--- src/design/rcfv_pkg.sv ---
package rcfv_pkg;

   localparam int DEF_COORD_BITS = 12;

   // register indexes on the csr port
   localparam logic [1:0] CSR_FILTER_MODE  = 2'd0;
   localparam logic [1:0] CSR_FRAME_WIDTH  = 2'd1;
   localparam logic [1:0] CSR_FRAME_HEIGHT = 2'd2;

   typedef enum logic [2:0] {
      MODE_ORIGINAL = 3'd0,
      MODE_MONO     = 3'd1,
      MODE_SEPIA    = 3'd2,
      MODE_WARM     = 3'd3,
      MODE_COOL     = 3'd4,
      MODE_FADED    = 3'd5
   } rcfv_mode_type;

   // unclamped channels; sepia, warm, cool and faded can exceed 255
   typedef struct packed {
      logic [8:0] red;
      logic [8:0] green;
      logic [8:0] blue;
   } rcfv_chan3_type;

   localparam logic [15:0] LUMA_R = 16'd77;
   localparam logic [15:0] LUMA_G = 16'd150;
   localparam logic [15:0] LUMA_B = 16'd29;

   localparam logic [16:0] SEPIA_RR = 17'd101;
   localparam logic [16:0] SEPIA_RG = 17'd197;
   localparam logic [16:0] SEPIA_RB = 17'd48;
   localparam logic [16:0] SEPIA_GR = 17'd89;
   localparam logic [16:0] SEPIA_GG = 17'd176;
   localparam logic [16:0] SEPIA_GB = 17'd43;
   localparam logic [16:0] SEPIA_BR = 17'd70;
   localparam logic [16:0] SEPIA_BG = 17'd137;
   localparam logic [16:0] SEPIA_BB = 17'd34;

   localparam logic [8:0] FADE_OFS_R = 9'd18;
   localparam logic [8:0] FADE_OFS_G = 9'd12;
   localparam logic [8:0] FADE_OFS_B = 9'd4;

   // scaled reciprocals, exact over the numerator ranges used here
   localparam logic [24:0] RECIP10  = 25'd6554;   // 2^16 / 10, rounded up
   localparam logic [30:0] RECIP100 = 31'd41944;  // 2^22 / 100, rounded up
   localparam logic [24:0] RECIP6   = 25'd10923;  // 2^16 / 6, rounded up

   localparam logic [8:0] DIST_MAX  = 9'd257;
   localparam logic [9:0] EDGE_MAX  = 10'd256;
   localparam logic [8:0] SCALE_ONE = 9'd256;
   localparam logic [12:0] EDGE_GAIN = 13'd15;

   // n / 10 for n below 2856
   function automatic logic [8:0] div10(input logic [11:0] n);
      logic [24:0] p;
      p = {13'd0, n} * RECIP10;
      return p[24:16];
   endfunction

   // n / 100 for n below 26316
   function automatic logic [8:0] div100(input logic [14:0] n);
      logic [30:0] p;
      p = {16'd0, n} * RECIP100;
      return p[30:22];
   endfunction

   // n / 6 for n below 1534
   function automatic logic [7:0] div6(input logic [10:0] n);
      logic [24:0] p;
      p = {14'd0, n} * RECIP6;
      return p[23:16];
   endfunction

endpackage

--- src/design/rgb_color_filter_vignette_core.sv ---
// Per-pixel color filter with radial vignette for a streamed camera image.
//
// Input: one item per pixel: req_color_in (R 23:16, G 15:8, B 7:0) plus its
// column/row in req_pos_x/req_pos_y. An item is taken at a rising edge with
// start high and busy low. busy is always low: the block is a free-running
// pipeline and takes one item every cycle, back to back.
// Output: rsp_valid strobes for exactly one cycle with rsp_red_out,
// rsp_green_out and rsp_blue_out. Results leave in input order through 8
// register stages, set by the 9-step axis divider plus the
// square/scale/multiply stages. The receiver cannot stall; it must take
// each result in its strobe cycle.
// Config: csr_wen/csr_index/csr_wdata write filter mode, frame width and
// frame height. Write only while no items are in flight.
// Reset (synchronous, active high) clears the valid chain and the registers
// (mode original, vignette off). Items in flight at reset are dropped.
module rgb_color_filter_vignette_core #(
   parameter int COORD_BITS = rcfv_pkg::DEF_COORD_BITS
) (
   input  logic                  clock,
   input  logic                  reset,
   // item input
   input  logic                  start,
   output logic                  busy,
   input  logic [23:0]           req_color_in,
   input  logic [COORD_BITS-1:0] req_pos_x,
   input  logic [COORD_BITS-1:0] req_pos_y,
   // result output
   output logic                  rsp_valid,
   output logic [7:0]            rsp_red_out,
   output logic [7:0]            rsp_green_out,
   output logic [7:0]            rsp_blue_out,
   // config writes
   input  logic                  csr_wen,
   input  logic [1:0]            csr_index,
   input  logic [COORD_BITS-1:0] csr_wdata
);
   import rcfv_pkg::*;

   localparam int STAGES = 8;
   localparam int DLY    = 4;  // color result (stage 2) waits for scale (stage 6)

   // ---------------- config registers ----------------
   logic [2:0]            filter_mode_ff, filter_mode_in;
   logic [COORD_BITS-1:0] frame_width_ff, frame_width_in;
   logic [COORD_BITS-1:0] frame_height_ff, frame_height_in;

   always_comb begin
      filter_mode_in  = filter_mode_ff;
      frame_width_in  = frame_width_ff;
      frame_height_in = frame_height_ff;
      if (csr_wen) begin
         case (csr_index)
            CSR_FILTER_MODE:  filter_mode_in  = csr_wdata[2:0];
            CSR_FRAME_WIDTH:  frame_width_in  = csr_wdata;
            CSR_FRAME_HEIGHT: frame_height_in = csr_wdata;
            default: ;  // unmapped index: ignored
         endcase
      end
   end

   always_ff @(posedge clock) begin
      if (reset) begin
         filter_mode_ff  <= '0;
         frame_width_ff  <= '0;
         frame_height_ff <= '0;
      end else begin
         filter_mode_ff  <= filter_mode_in;
         frame_width_ff  <= frame_width_in;
         frame_height_ff <= frame_height_in;
      end
   end

   // ---------------- handshake and valid chain ----------------
   logic                accept;
   logic [STAGES-1:0]   vld_ff, vld_in;

   assign busy   = 1'b0;       // pipeline never backs up
   assign accept = start & ~busy;
   assign vld_in = {vld_ff[STAGES-2:0], accept};

   always_ff @(posedge clock) begin
      if (reset) begin
         vld_ff <= '0;
      end else begin
         vld_ff <= vld_in;
      end
   end

   // ---------------- stage 0: input capture ----------------
   logic [23:0]           color_ff;
   logic [COORD_BITS-1:0] pos_x_ff, pos_y_ff;

   always_ff @(posedge clock) begin
      color_ff <= req_color_in;
      pos_x_ff <= req_pos_x;
      pos_y_ff <= req_pos_y;
   end

   // ---------------- color path: stages 1-2 ----------------
   rcfv_chan3_type chan_s2;

   rcfv_color u_color (
      .clock   (clock),
      .color_i (color_ff),
      .mode_i  (filter_mode_ff),
      .chan_o  (chan_s2)
   );

   // hold the color result until the vignette scale is ready
   rcfv_chan3_type chan_dly_ff [0:DLY-1];
   rcfv_chan3_type chan_dly_in [0:DLY-1];

   always_comb begin
      chan_dly_in[0] = chan_s2;
      for (int i = 1; i < DLY; i++) begin
         chan_dly_in[i] = chan_dly_ff[i-1];
      end
   end

   always_ff @(posedge clock) begin
      chan_dly_ff <= chan_dly_in;
   end

   // ---------------- vignette path: stages 1-6 ----------------
   // per-axis normalized distance (stages 1-4), squares and scale (5-6)
   logic [8:0] dist_x, dist_y;
   logic [8:0] scale_s6;

   rcfv_axis #(.COORD_BITS(COORD_BITS)) u_axis_x (
      .clock  (clock),
      .pos_i  (pos_x_ff),
      .size_i (frame_width_ff),
      .dist_o (dist_x)
   );

   rcfv_axis #(.COORD_BITS(COORD_BITS)) u_axis_y (
      .clock  (clock),
      .pos_i  (pos_y_ff),
      .size_i (frame_height_ff),
      .dist_o (dist_y)
   );

   rcfv_shade u_shade (
      .clock    (clock),
      .dist_x_i (dist_x),
      .dist_y_i (dist_y),
      .scale_o  (scale_s6)
   );

   // ---------------- stage 7: scale, clamp, output ----------------
   logic vig_en;
   rcfv_chan3_type chan_s6;
   logic [7:0] red_ff, green_ff, blue_ff, red_in, green_in, blue_in;

   // vignette only in faded mode with a nonzero frame size
   assign vig_en  = (filter_mode_ff == MODE_FADED) &&
                    (frame_width_ff != '0) && (frame_height_ff != '0);
   assign chan_s6 = chan_dly_ff[DLY-1];

   function automatic logic [7:0] shade_clamp(input logic [8:0] c,
                                              input logic [8:0] scale,
                                              input logic       en);
      logic [17:0] p;
      logic [9:0]  v;
      p = {9'd0, c} * {9'd0, scale};
      v = en ? p[17:8] : {1'b0, c};
      return (v > 10'd255) ? 8'd255 : v[7:0];
   endfunction

   assign red_in   = shade_clamp(chan_s6.red,   scale_s6, vig_en);
   assign green_in = shade_clamp(chan_s6.green, scale_s6, vig_en);
   assign blue_in  = shade_clamp(chan_s6.blue,  scale_s6, vig_en);

   always_ff @(posedge clock) begin
      red_ff   <= red_in;
      green_ff <= green_in;
      blue_ff  <= blue_in;
   end

   assign rsp_valid     = vld_ff[STAGES-1];
   assign rsp_red_out   = red_ff;
   assign rsp_green_out = green_ff;
   assign rsp_blue_out  = blue_ff;

endmodule

--- src/design/rcfv_axis.sv ---
module rcfv_axis #(
   parameter int COORD_BITS = rcfv_pkg::DEF_COORD_BITS
) (
   input  logic                  clock,
   input  logic [COORD_BITS-1:0] pos_i,
   input  logic [COORD_BITS-1:0] size_i,
   output logic [8:0]            dist_o
);
   import rcfv_pkg::*;

   localparam int CW = COORD_BITS;

   // distance from center scaled by 256/half, long division 3 bits a stage
   logic [CW-1:0] half;
   logic [CW-1:0] den;
   logic [CW-1:0] diff;
   logic          sat;

   logic [CW-1:0] rem_ff [0:3];
   logic [CW-1:0] rem_in [0:3];
   logic [8:0]    quo_ff [0:3];
   logic [8:0]    quo_in [0:3];
   logic [CW-1:0] den_ff [0:3];
   logic [CW-1:0] den_in [0:3];
   logic          sat_ff [0:3];
   logic          sat_in [0:3];

   assign half = {1'b0, size_i[CW-1:1]};
   assign den  = (half == '0) ? CW'(1) : half;
   assign diff = (pos_i >= half) ? (pos_i - half) : (half - pos_i);
   // quotient of 512 or more: saturates anyway
   assign sat  = {1'b0, diff} >= {den, 1'b0};

   always_comb begin
      logic [CW-1:0] r;
      logic [8:0]    q;
      rem_in[0] = diff;
      quo_in[0] = '0;
      den_in[0] = den;
      sat_in[0] = sat;
      for (int s = 0; s < 3; s++) begin
         r = rem_ff[s];
         q = quo_ff[s];
         for (int j = 0; j < 3; j++) begin
            if (s != 0 || j != 0) begin
               r = {r[CW-2:0], 1'b0};
            end
            if (r >= den_ff[s]) begin
               r = r - den_ff[s];
               q = {q[7:0], 1'b1};
            end else begin
               q = {q[7:0], 1'b0};
            end
         end
         rem_in[s+1] = r;
         quo_in[s+1] = q;
         den_in[s+1] = den_ff[s];
         sat_in[s+1] = sat_ff[s];
      end
   end

   always_ff @(posedge clock) begin
      rem_ff <= rem_in;
      quo_ff <= quo_in;
      den_ff <= den_in;
      sat_ff <= sat_in;
   end

   assign dist_o = (sat_ff[3] || quo_ff[3] > DIST_MAX) ? DIST_MAX : quo_ff[3];

endmodule

--- src/design/rcfv_color.sv ---
module rcfv_color (
   input  logic                     clock,
   input  logic [23:0]              color_i,
   input  logic [2:0]               mode_i,
   output rcfv_pkg::rcfv_chan3_type chan_o
);
   import rcfv_pkg::*;

   logic [7:0] r, g, b;
   logic [15:0] luma_sum;
   logic [16:0] sep_r_sum, sep_g_sum, sep_b_sum;

   logic [7:0]  r_ff, g_ff, b_ff, r_in, g_in, b_in;
   logic [7:0]  luma_ff, luma_in;
   logic [8:0]  sep_r_ff, sep_g_ff, sep_b_ff, sep_r_in, sep_g_in, sep_b_in;
   logic [11:0] warm_r_ff, warm_b_ff, cool_b_ff, warm_r_in, warm_b_in, cool_b_in;
   logic [14:0] warm_g_ff, cool_r_ff, cool_g_ff, warm_g_in, cool_r_in, cool_g_in;

   rcfv_chan3_type chan_ff, chan_in;

   assign r = color_i[23:16];
   assign g = color_i[15:8];
   assign b = color_i[7:0];

   assign luma_sum  = 16'(r) * LUMA_R + 16'(g) * LUMA_G + 16'(b) * LUMA_B;
   assign sep_r_sum = 17'(r) * SEPIA_RR + 17'(g) * SEPIA_RG + 17'(b) * SEPIA_RB;
   assign sep_g_sum = 17'(r) * SEPIA_GR + 17'(g) * SEPIA_GG + 17'(b) * SEPIA_GB;
   assign sep_b_sum = 17'(r) * SEPIA_BR + 17'(g) * SEPIA_BG + 17'(b) * SEPIA_BB;

   assign r_in = r;
   assign g_in = g;
   assign b_in = b;
   assign luma_in  = luma_sum[15:8];
   assign sep_r_in = sep_r_sum[16:8];
   assign sep_g_in = sep_g_sum[16:8];
   assign sep_b_in = sep_b_sum[16:8];

   // rounding numerators for the gain modes
   assign warm_r_in = 12'(r) * 12'd11 + 12'd50;
   assign warm_g_in = 15'(g) * 15'd103 + 15'd50;
   assign warm_b_in = 12'(b) * 12'd9 + 12'd50;
   assign cool_r_in = 15'(r) * 15'd93 + 15'd50;
   assign cool_g_in = 15'(g) * 15'd101 + 15'd50;
   assign cool_b_in = 12'(b) * 12'd11 + 12'd50;

   always_ff @(posedge clock) begin
      r_ff      <= r_in;
      g_ff      <= g_in;
      b_ff      <= b_in;
      luma_ff   <= luma_in;
      sep_r_ff  <= sep_r_in;
      sep_g_ff  <= sep_g_in;
      sep_b_ff  <= sep_b_in;
      warm_r_ff <= warm_r_in;
      warm_g_ff <= warm_g_in;
      warm_b_ff <= warm_b_in;
      cool_r_ff <= cool_r_in;
      cool_g_ff <= cool_g_in;
      cool_b_ff <= cool_b_in;
   end

   always_comb begin
      logic [10:0] l2;
      l2 = {2'd0, luma_ff, 1'b0} + 11'd3;
      case (mode_i)
         MODE_MONO: begin
            chan_in.red   = {1'b0, luma_ff};
            chan_in.green = {1'b0, luma_ff};
            chan_in.blue  = {1'b0, luma_ff};
         end
         MODE_SEPIA: begin
            chan_in.red   = sep_r_ff;
            chan_in.green = sep_g_ff;
            chan_in.blue  = sep_b_ff;
         end
         MODE_WARM: begin
            chan_in.red   = div10(warm_r_ff);
            chan_in.green = div100(warm_g_ff);
            chan_in.blue  = div10(warm_b_ff);
         end
         MODE_COOL: begin
            chan_in.red   = div100(cool_r_ff);
            chan_in.green = div100(cool_g_ff);
            chan_in.blue  = div10(cool_b_ff);
         end
         MODE_FADED: begin
            chan_in.red   = {1'b0, div6({1'b0, r_ff, 2'b0} + l2)} + FADE_OFS_R;
            chan_in.green = {1'b0, div6({1'b0, g_ff, 2'b0} + l2)} + FADE_OFS_G;
            chan_in.blue  = {1'b0, div6({1'b0, b_ff, 2'b0} + l2)} + FADE_OFS_B;
         end
         default: begin
            chan_in.red   = {1'b0, r_ff};
            chan_in.green = {1'b0, g_ff};
            chan_in.blue  = {1'b0, b_ff};
         end
      endcase
   end

   always_ff @(posedge clock) begin
      chan_ff <= chan_in;
   end

   assign chan_o = chan_ff;

endmodule

--- src/design/rcfv_shade.sv ---
module rcfv_shade (
   input  logic       clock,
   input  logic [8:0] dist_x_i,
   input  logic [8:0] dist_y_i,
   output logic [8:0] scale_o
);
   import rcfv_pkg::*;

   logic [16:0] sq_x_ff, sq_y_ff, sq_x_in, sq_y_in;
   logic [17:0] sq_sum;
   logic [9:0]  edge_raw;
   logic [9:0]  edge_sat;
   logic [12:0] edge_prod;
   logic [8:0]  scale_ff, scale_in;

   assign sq_x_in = 17'(dist_x_i) * 17'(dist_x_i);
   assign sq_y_in = 17'(dist_y_i) * 17'(dist_y_i);

   always_ff @(posedge clock) begin
      sq_x_ff <= sq_x_in;
      sq_y_ff <= sq_y_in;
   end

   assign sq_sum    = {1'b0, sq_x_ff} + {1'b0, sq_y_ff};
   assign edge_raw  = sq_sum[17:8];
   assign edge_sat  = (edge_raw > EDGE_MAX) ? EDGE_MAX : edge_raw;
   assign edge_prod = {3'd0, edge_sat} * EDGE_GAIN;
   assign scale_in  = SCALE_ONE - {4'd0, edge_prod[12:8]};

   always_ff @(posedge clock) begin
      scale_ff <= scale_in;
   end

   assign scale_o = scale_ff;

endmodule

--- config.mk ---
export PLATFORM = sky130hd
export DESIGN_NAME = rgb_color_filter_vignette_core
export DESIGN_NICKNAME = d
export VERILOG_FILES = /design/src/design/rcfv_pkg.sv /design/src/design/rgb_color_filter_vignette_core.sv /design/src/design/rcfv_axis.sv /design/src/design/rcfv_color.sv /design/src/design/rcfv_shade.sv
export SDC_FILE = /design/constraint.sdc
export NUM_CORES = 2
export LEC_CHECK = 0
export BUFFER_PORTS_ARGS = -buffer_cell sky130_fd_sc_hd__buf_2
export CORE_UTILIZATION = 30
export DETAILED_ROUTE_END_ITERATION = 8
export PLACE_DENSITY = 0.45
export SETUP_SLACK_MARGIN = 0.5
export SYNTH_ARGS = -nofsm -noshare
export SYNTH_HDL_FRONTEND = slang
export SYNTH_SLANG_ARGS = --single-unit
export TNS_END_PERCENT = 100
--- constraint.sdc ---
create_clock -name clock -period 6.9 [get_ports clock]
set_input_delay 1.38 -clock clock [delete_from_list [all_inputs] [get_ports clock]]
set_output_delay 1.38 -clock clock [all_outputs]
set_load 0.01 [all_outputs]
# Word-level counts from Yosys, hierarchy flattened
# Cells that the tools add are included.
[totals]
out_inout_bits = 26
reg_bits = 603
[classes]
mul = 33
mux = 45
n_reduce_logical = 12
addsub = 43
n_eq_ne = 7
n_lt_le_gt_ge = 28
[op_table]
columns = ["operator", "count"]
rows = [
  ["12-bit by 11-bit >= comparator with 1-bit output", 20],
  ["11-bit 2-to-1 mux", 18],
  ["11-bit subtractor", 16],
  ["27-bit one-hot mux with 5 select lines", 1],
  ["8-bit by 7-bit multiplier with 15-bit output (second input constant)", 7],
  ["15-bit by 13-bit multiplier with 28-bit output (second input constant)", 3],
  ["11-bit by 14-bit multiplier with 24-bit output (second input constant)", 3],
  ["12-bit by 12-bit multiplier with 24-bit output (second input constant)", 3],
  ["9-bit by 9-bit multiplier with 18-bit output", 3],
  ["15-bit by 16-bit adder with 17-bit output", 3],
  ["17-bit by 14-bit adder with 17-bit output", 3],
  ["8-bit by 4-bit multiplier with 12-bit output (second input constant)", 4],
  ["15-bit by 6-bit adder with 15-bit output (second input constant)", 3],
  ["10-bit 2-to-1 mux", 4],
  ["12-bit by 6-bit adder with 12-bit output (second input constant)", 3],
  ["9-bit by 9-bit multiplier with 17-bit output", 2],
  ["10-bit by 11-bit adder with 11-bit output", 3],
  ["8-bit by 8-bit multiplier with 16-bit output (second input constant)", 2],
  ["10-bit by 8-bit > comparator with 1-bit output (second input constant)", 3],
  ["8-bit by 6-bit multiplier with 14-bit output (second input constant)", 2],
  ["8-bit by 5-bit multiplier with 13-bit output (second input constant)", 2],
  ["12-bit >= comparator", 2],
  ["12-bit zero test", 2],
  ["12-bit 2-to-1 mux", 2],
  ["other kinds (26)", 54],
]

# Longest topological paths before layout
[logic_depth]
depth_word = 6
ltp_mapped = 37
ltp_nobuf = 36

# Hierarchy
# From an unflattened synthesis, not the netlist that was laid out.
[hier_totals]
hier_cells = 8451
hier_area_um2 = 79608.9
[modules_own_cells]
columns = ["module", "cells_each", "instances", "seq_area_each_um2", "area_each_um2"]
rows = [
  ["rcfv_color", 4508, 1, 3223.1, 44072.3],
  ["rcfv_axis", 997, 2, 1781.7, 8279.2],
  ["rgb_color_filter_vignette_core", 1241, 1, 4304.1, 12635.9],
  ["rcfv_shade", 708, 1, 780.7, 6342.3],
]

# Worst setup path before layout
# No wires, ideal clock.
[synth_path]
path_type = "reg2reg"
start = "register u_color.luma_ff[0]"
end = "register u_color.chan_ff, in the netlist u_color.chan_o[6]"
setup_ns = 0.123
path_buffers = 1
slack_ns = -0.793
stages_incl_launch_ff = 34
t_arrival_ns = 7.570
path_cell_list = "dfxtp_1 > buf_2 > nand4_1 > nor2_1 > xor2_1 > ha_1 > and3_1 > a2111oi_1 > a21oi_1 > xor2_1 > ha_1 > fa_1 > inv_1 > fa_1 > fa_1 > fa_1 > inv_1 > ha_1 > nor4_1 > o21ai_0 > o221a_2 > a21o_1 > a311oi_1 > inv_1 > ha_1 > nor2b_1 > nand2_1 > nor4_1 > a21oi_1 > o41ai_1 > or4_1 > nor3_1 > nand3b_1 > a31oi_1"
[synth_lines]
columns = ["item", "line", "rtl"]
rows = [
  ["start: declaration", "rcfv_color.sv:14", "logic [7:0] luma_ff, luma_in;"],
  ["start signal: assignment", "rcfv_color.sv:50", "luma_ff <= luma_in;"],
  ["end signal: assignment", "rcfv_color.sv:100", "chan_ff <= chan_in;"],
  ["end: declaration", "rcfv_color.sv:19", "rcfv_chan3_type chan_ff, chan_in;"],
]

==> metrics <==
run status complete, but fails checks; violations in the final reports setup timing; fraction of the yosys area taken by sequential cells 0.152; via density per instance 4.64; dominant cells by area after synthesis ha_1, fa_1, dfxtp_1; final estimated routing congestion in global placement 0.849; worst min path class reg -> reg; via count of the first global-routing pass 59.7k; non-filler cells, final 12.3k; # Max-Cap Violations 0; most instantiated library cell after synthesis inv_1; Clock Latency Late Sink 0.73 ns; largest clock skew in the final design 0.0692 ns; combined area of all synthesized cells 78200 um^2; via total after detailed routing 57.1k; fraction of synthesis flops using an asynchronous set or reset pin 0; total of warnings raised by yosys 0; half-perimeter wire length after detailed placement 173 mm; worst setup slack after layout -0.681 ns; setup TNS -1.07 ns; Post-Place Cells 12.0k; placed inst area 85300 um^2; setup repair after global routing missed its margin true; max-slew violation total from the final report 0; most used flip-flop cell after synthesis dfxtp_1; Critical Path Fanout Max 4; arrival time of data at the critical path endpoint 8.24 ns; Met1 Wirelength 102 mm; drt total wl 205 mm; count of antenna-violating nets left after detailed routing 0; final hold violation count 0; core box area 259000 um^2; area grow syn2layout 17.1%; horizontal extent of the die 513 um; startpoint type of the worst setup path register; number of enable-type register cells in the synthesized netlist 0; relative slew slack 0.263; Synth Instances 8316; wire length of the first global-routing pass 327 mm; DR DRC count 0; Least-Margin Pin Slew 1.10 ns; Starting Density 0.301; top cells by count, synth inv_1, ha_1, fa_1; layout filler cell count 26.3k; CTS tree done; clock-pin slew reported for the worst setup and hold paths after clock tree synthesis 0.06 ns; GRT Resource Usage Total 0.156; Max Clock Freq 0.132 GHz; worst hold slack 0.320 ns; root buffer cell clkbuf_16; Clock Sinks 593; share of layout cells above drive strength 1 0.136; dominant cell type by area after synthesis ha_1; met2 wire length 93.8 mm; highest routed metal layer met4; type of destination of the critical path register; mean instance size in the synthesized netlist 9.41 um^2; final period demand of the worst path 7.58 ns; Std-Cell Rows 187; die area 263000 um^2; Worst EP required 7.56 ns; initial antenna violation count 17; CP peak stage delay 0.56 ns; overall overflow remaining after global route 0; number of detailed-route iterations in the first pass 5; maximum number of pins on one net before global-route repair 36; die span in y 513 um; Final Cycle Share 1.10; Max clock buf depth 3; post-route cell area 91600 um^2; post-synth top area share 0.260; final setup fails 6; Ports 92; number of buffers inserted during clock tree synthesis 77; maximum level of the CTS H-tree 3; Initial DRC Count 2035; quantity of I/O buffers inserted on ports 90; met3 WL post-DR 5.35 mm; count of nets after finishing 11.4k; average wire per cell in the routed design 16.7 um; Worst path most repeated cell fa_1; register bit total from synthesis 593; Unique masters post-synth 108; category of the most critical setup path reg -> reg; slowest cell on the critical path fa_1
[state kept, by name, summed over array words and instances (netlist names), 18 cells and up]
name             flops
u_axis_x.rem_ff     34
u_axis_y.quo_ff     18
u_axis_x.den_ff     33
chan_dly_ff        108
u_axis_x.quo_ff     18
u_axis_y.rem_ff     34
u_axis_y.den_ff     33
color_ff            24
u_color.chan_o      27
[critical path: cells and delay by family (launching register included)]
| family | cells | cell delay (ns) |
|---|---|---|
| AOI/OAI and AO/OA | 10 | 2.08 |
| DFF | 1 | 0.38 |
| xor gates and xnor gates | 1 | 0.20 |
| and+or+nand+nor | 10 | 1.68 |
| adders and majority gates | 8 | 2.93 |
| buffers and inverters | 3 | 0.21 |
[cell families after synthesis]
family	share of synthesized area
adder cells (fa/ha/maj)	0.489
buffers and inverters	0.0901
AND/OR/NAND/NOR	0.0955
AO/OA/AOI/OAI	0.107
flip-flops	0.152
XOR/XNOR	0.0457
multiplexers	0.0210
other	0.0000960
[final timing paths]
check,depth (start not counted),slack (ns),to,start
worst min-delay path,0,0.32,chan_dly_ff[5],chan_dly_ff[32]
worst min register to register,0,0.32,chan_dly_ff[5],chan_dly_ff[32]
worst max-delay path,32,-0.68,u_color.chan_o[6],u_color.luma_ff[0]
worst max register to register,32,-0.68,u_color.chan_o[6],u_color.luma_ff[0]
[routing by layer]
layer,GRT usage,vias up
met5,0,-
met4,0.0314,0
met3,0.0150,175
met2,0.258,632
met1,0.219,27800
li1,-,28400
[area by class of cell]
cell class	instances	area (um^2)	share of cell area
Clock buffer	96	2080	0.0227
Clock inverter	43	607	0.00663
Timing Repair Buffer	568	4330	0.0472
Tap cell	3402	4260	0.0465
Antenna cell	4	10.0	0.000109
Multi-Input combinational cell	5878	61900	0.676
Inverter	1714	6450	0.0705
Sequential cell	593	11900	0.130
[placed cells by master, fill, tap and decap left out, types with 77 or more instances in the layout]
cell	count
inv_1	1679
ha_1	1553
fa_1	877
dfxtp_1	576
buf_4	417
nand2_1	387
nor2_1	362
a21oi_1	287
xnor2_1	279
o21ai_0	221
a21o_1	122
nor3_1	116
and2_1	114
xor2_1	94
buf_2	91
nor2b_1	90
clkbuf_16	77
[stage by stage]
step	setup slack, ns	util
6_report	-0.681	0.353
5_1_grt	-1.11	0.353
4_1_cts	-0.721	0.345
3_5_place_dp	-0.806	0.329
3_3_place_gp	-0.733	0.329
2_1_floorplan	-0.396	-
[what timing repair did]
action	in CTS	in global routing
endpoints found under the hold margin	0	0
setup buffers	56	58
gates cloned	3	1
hold buffers	0	0
pin swaps	110	211
setup endpoints to repair	78	84
resized for setup	220	322
Power is not shown: default switching activity piles up to over one toggle a cycle in this logic, so the estimate is an artifact.
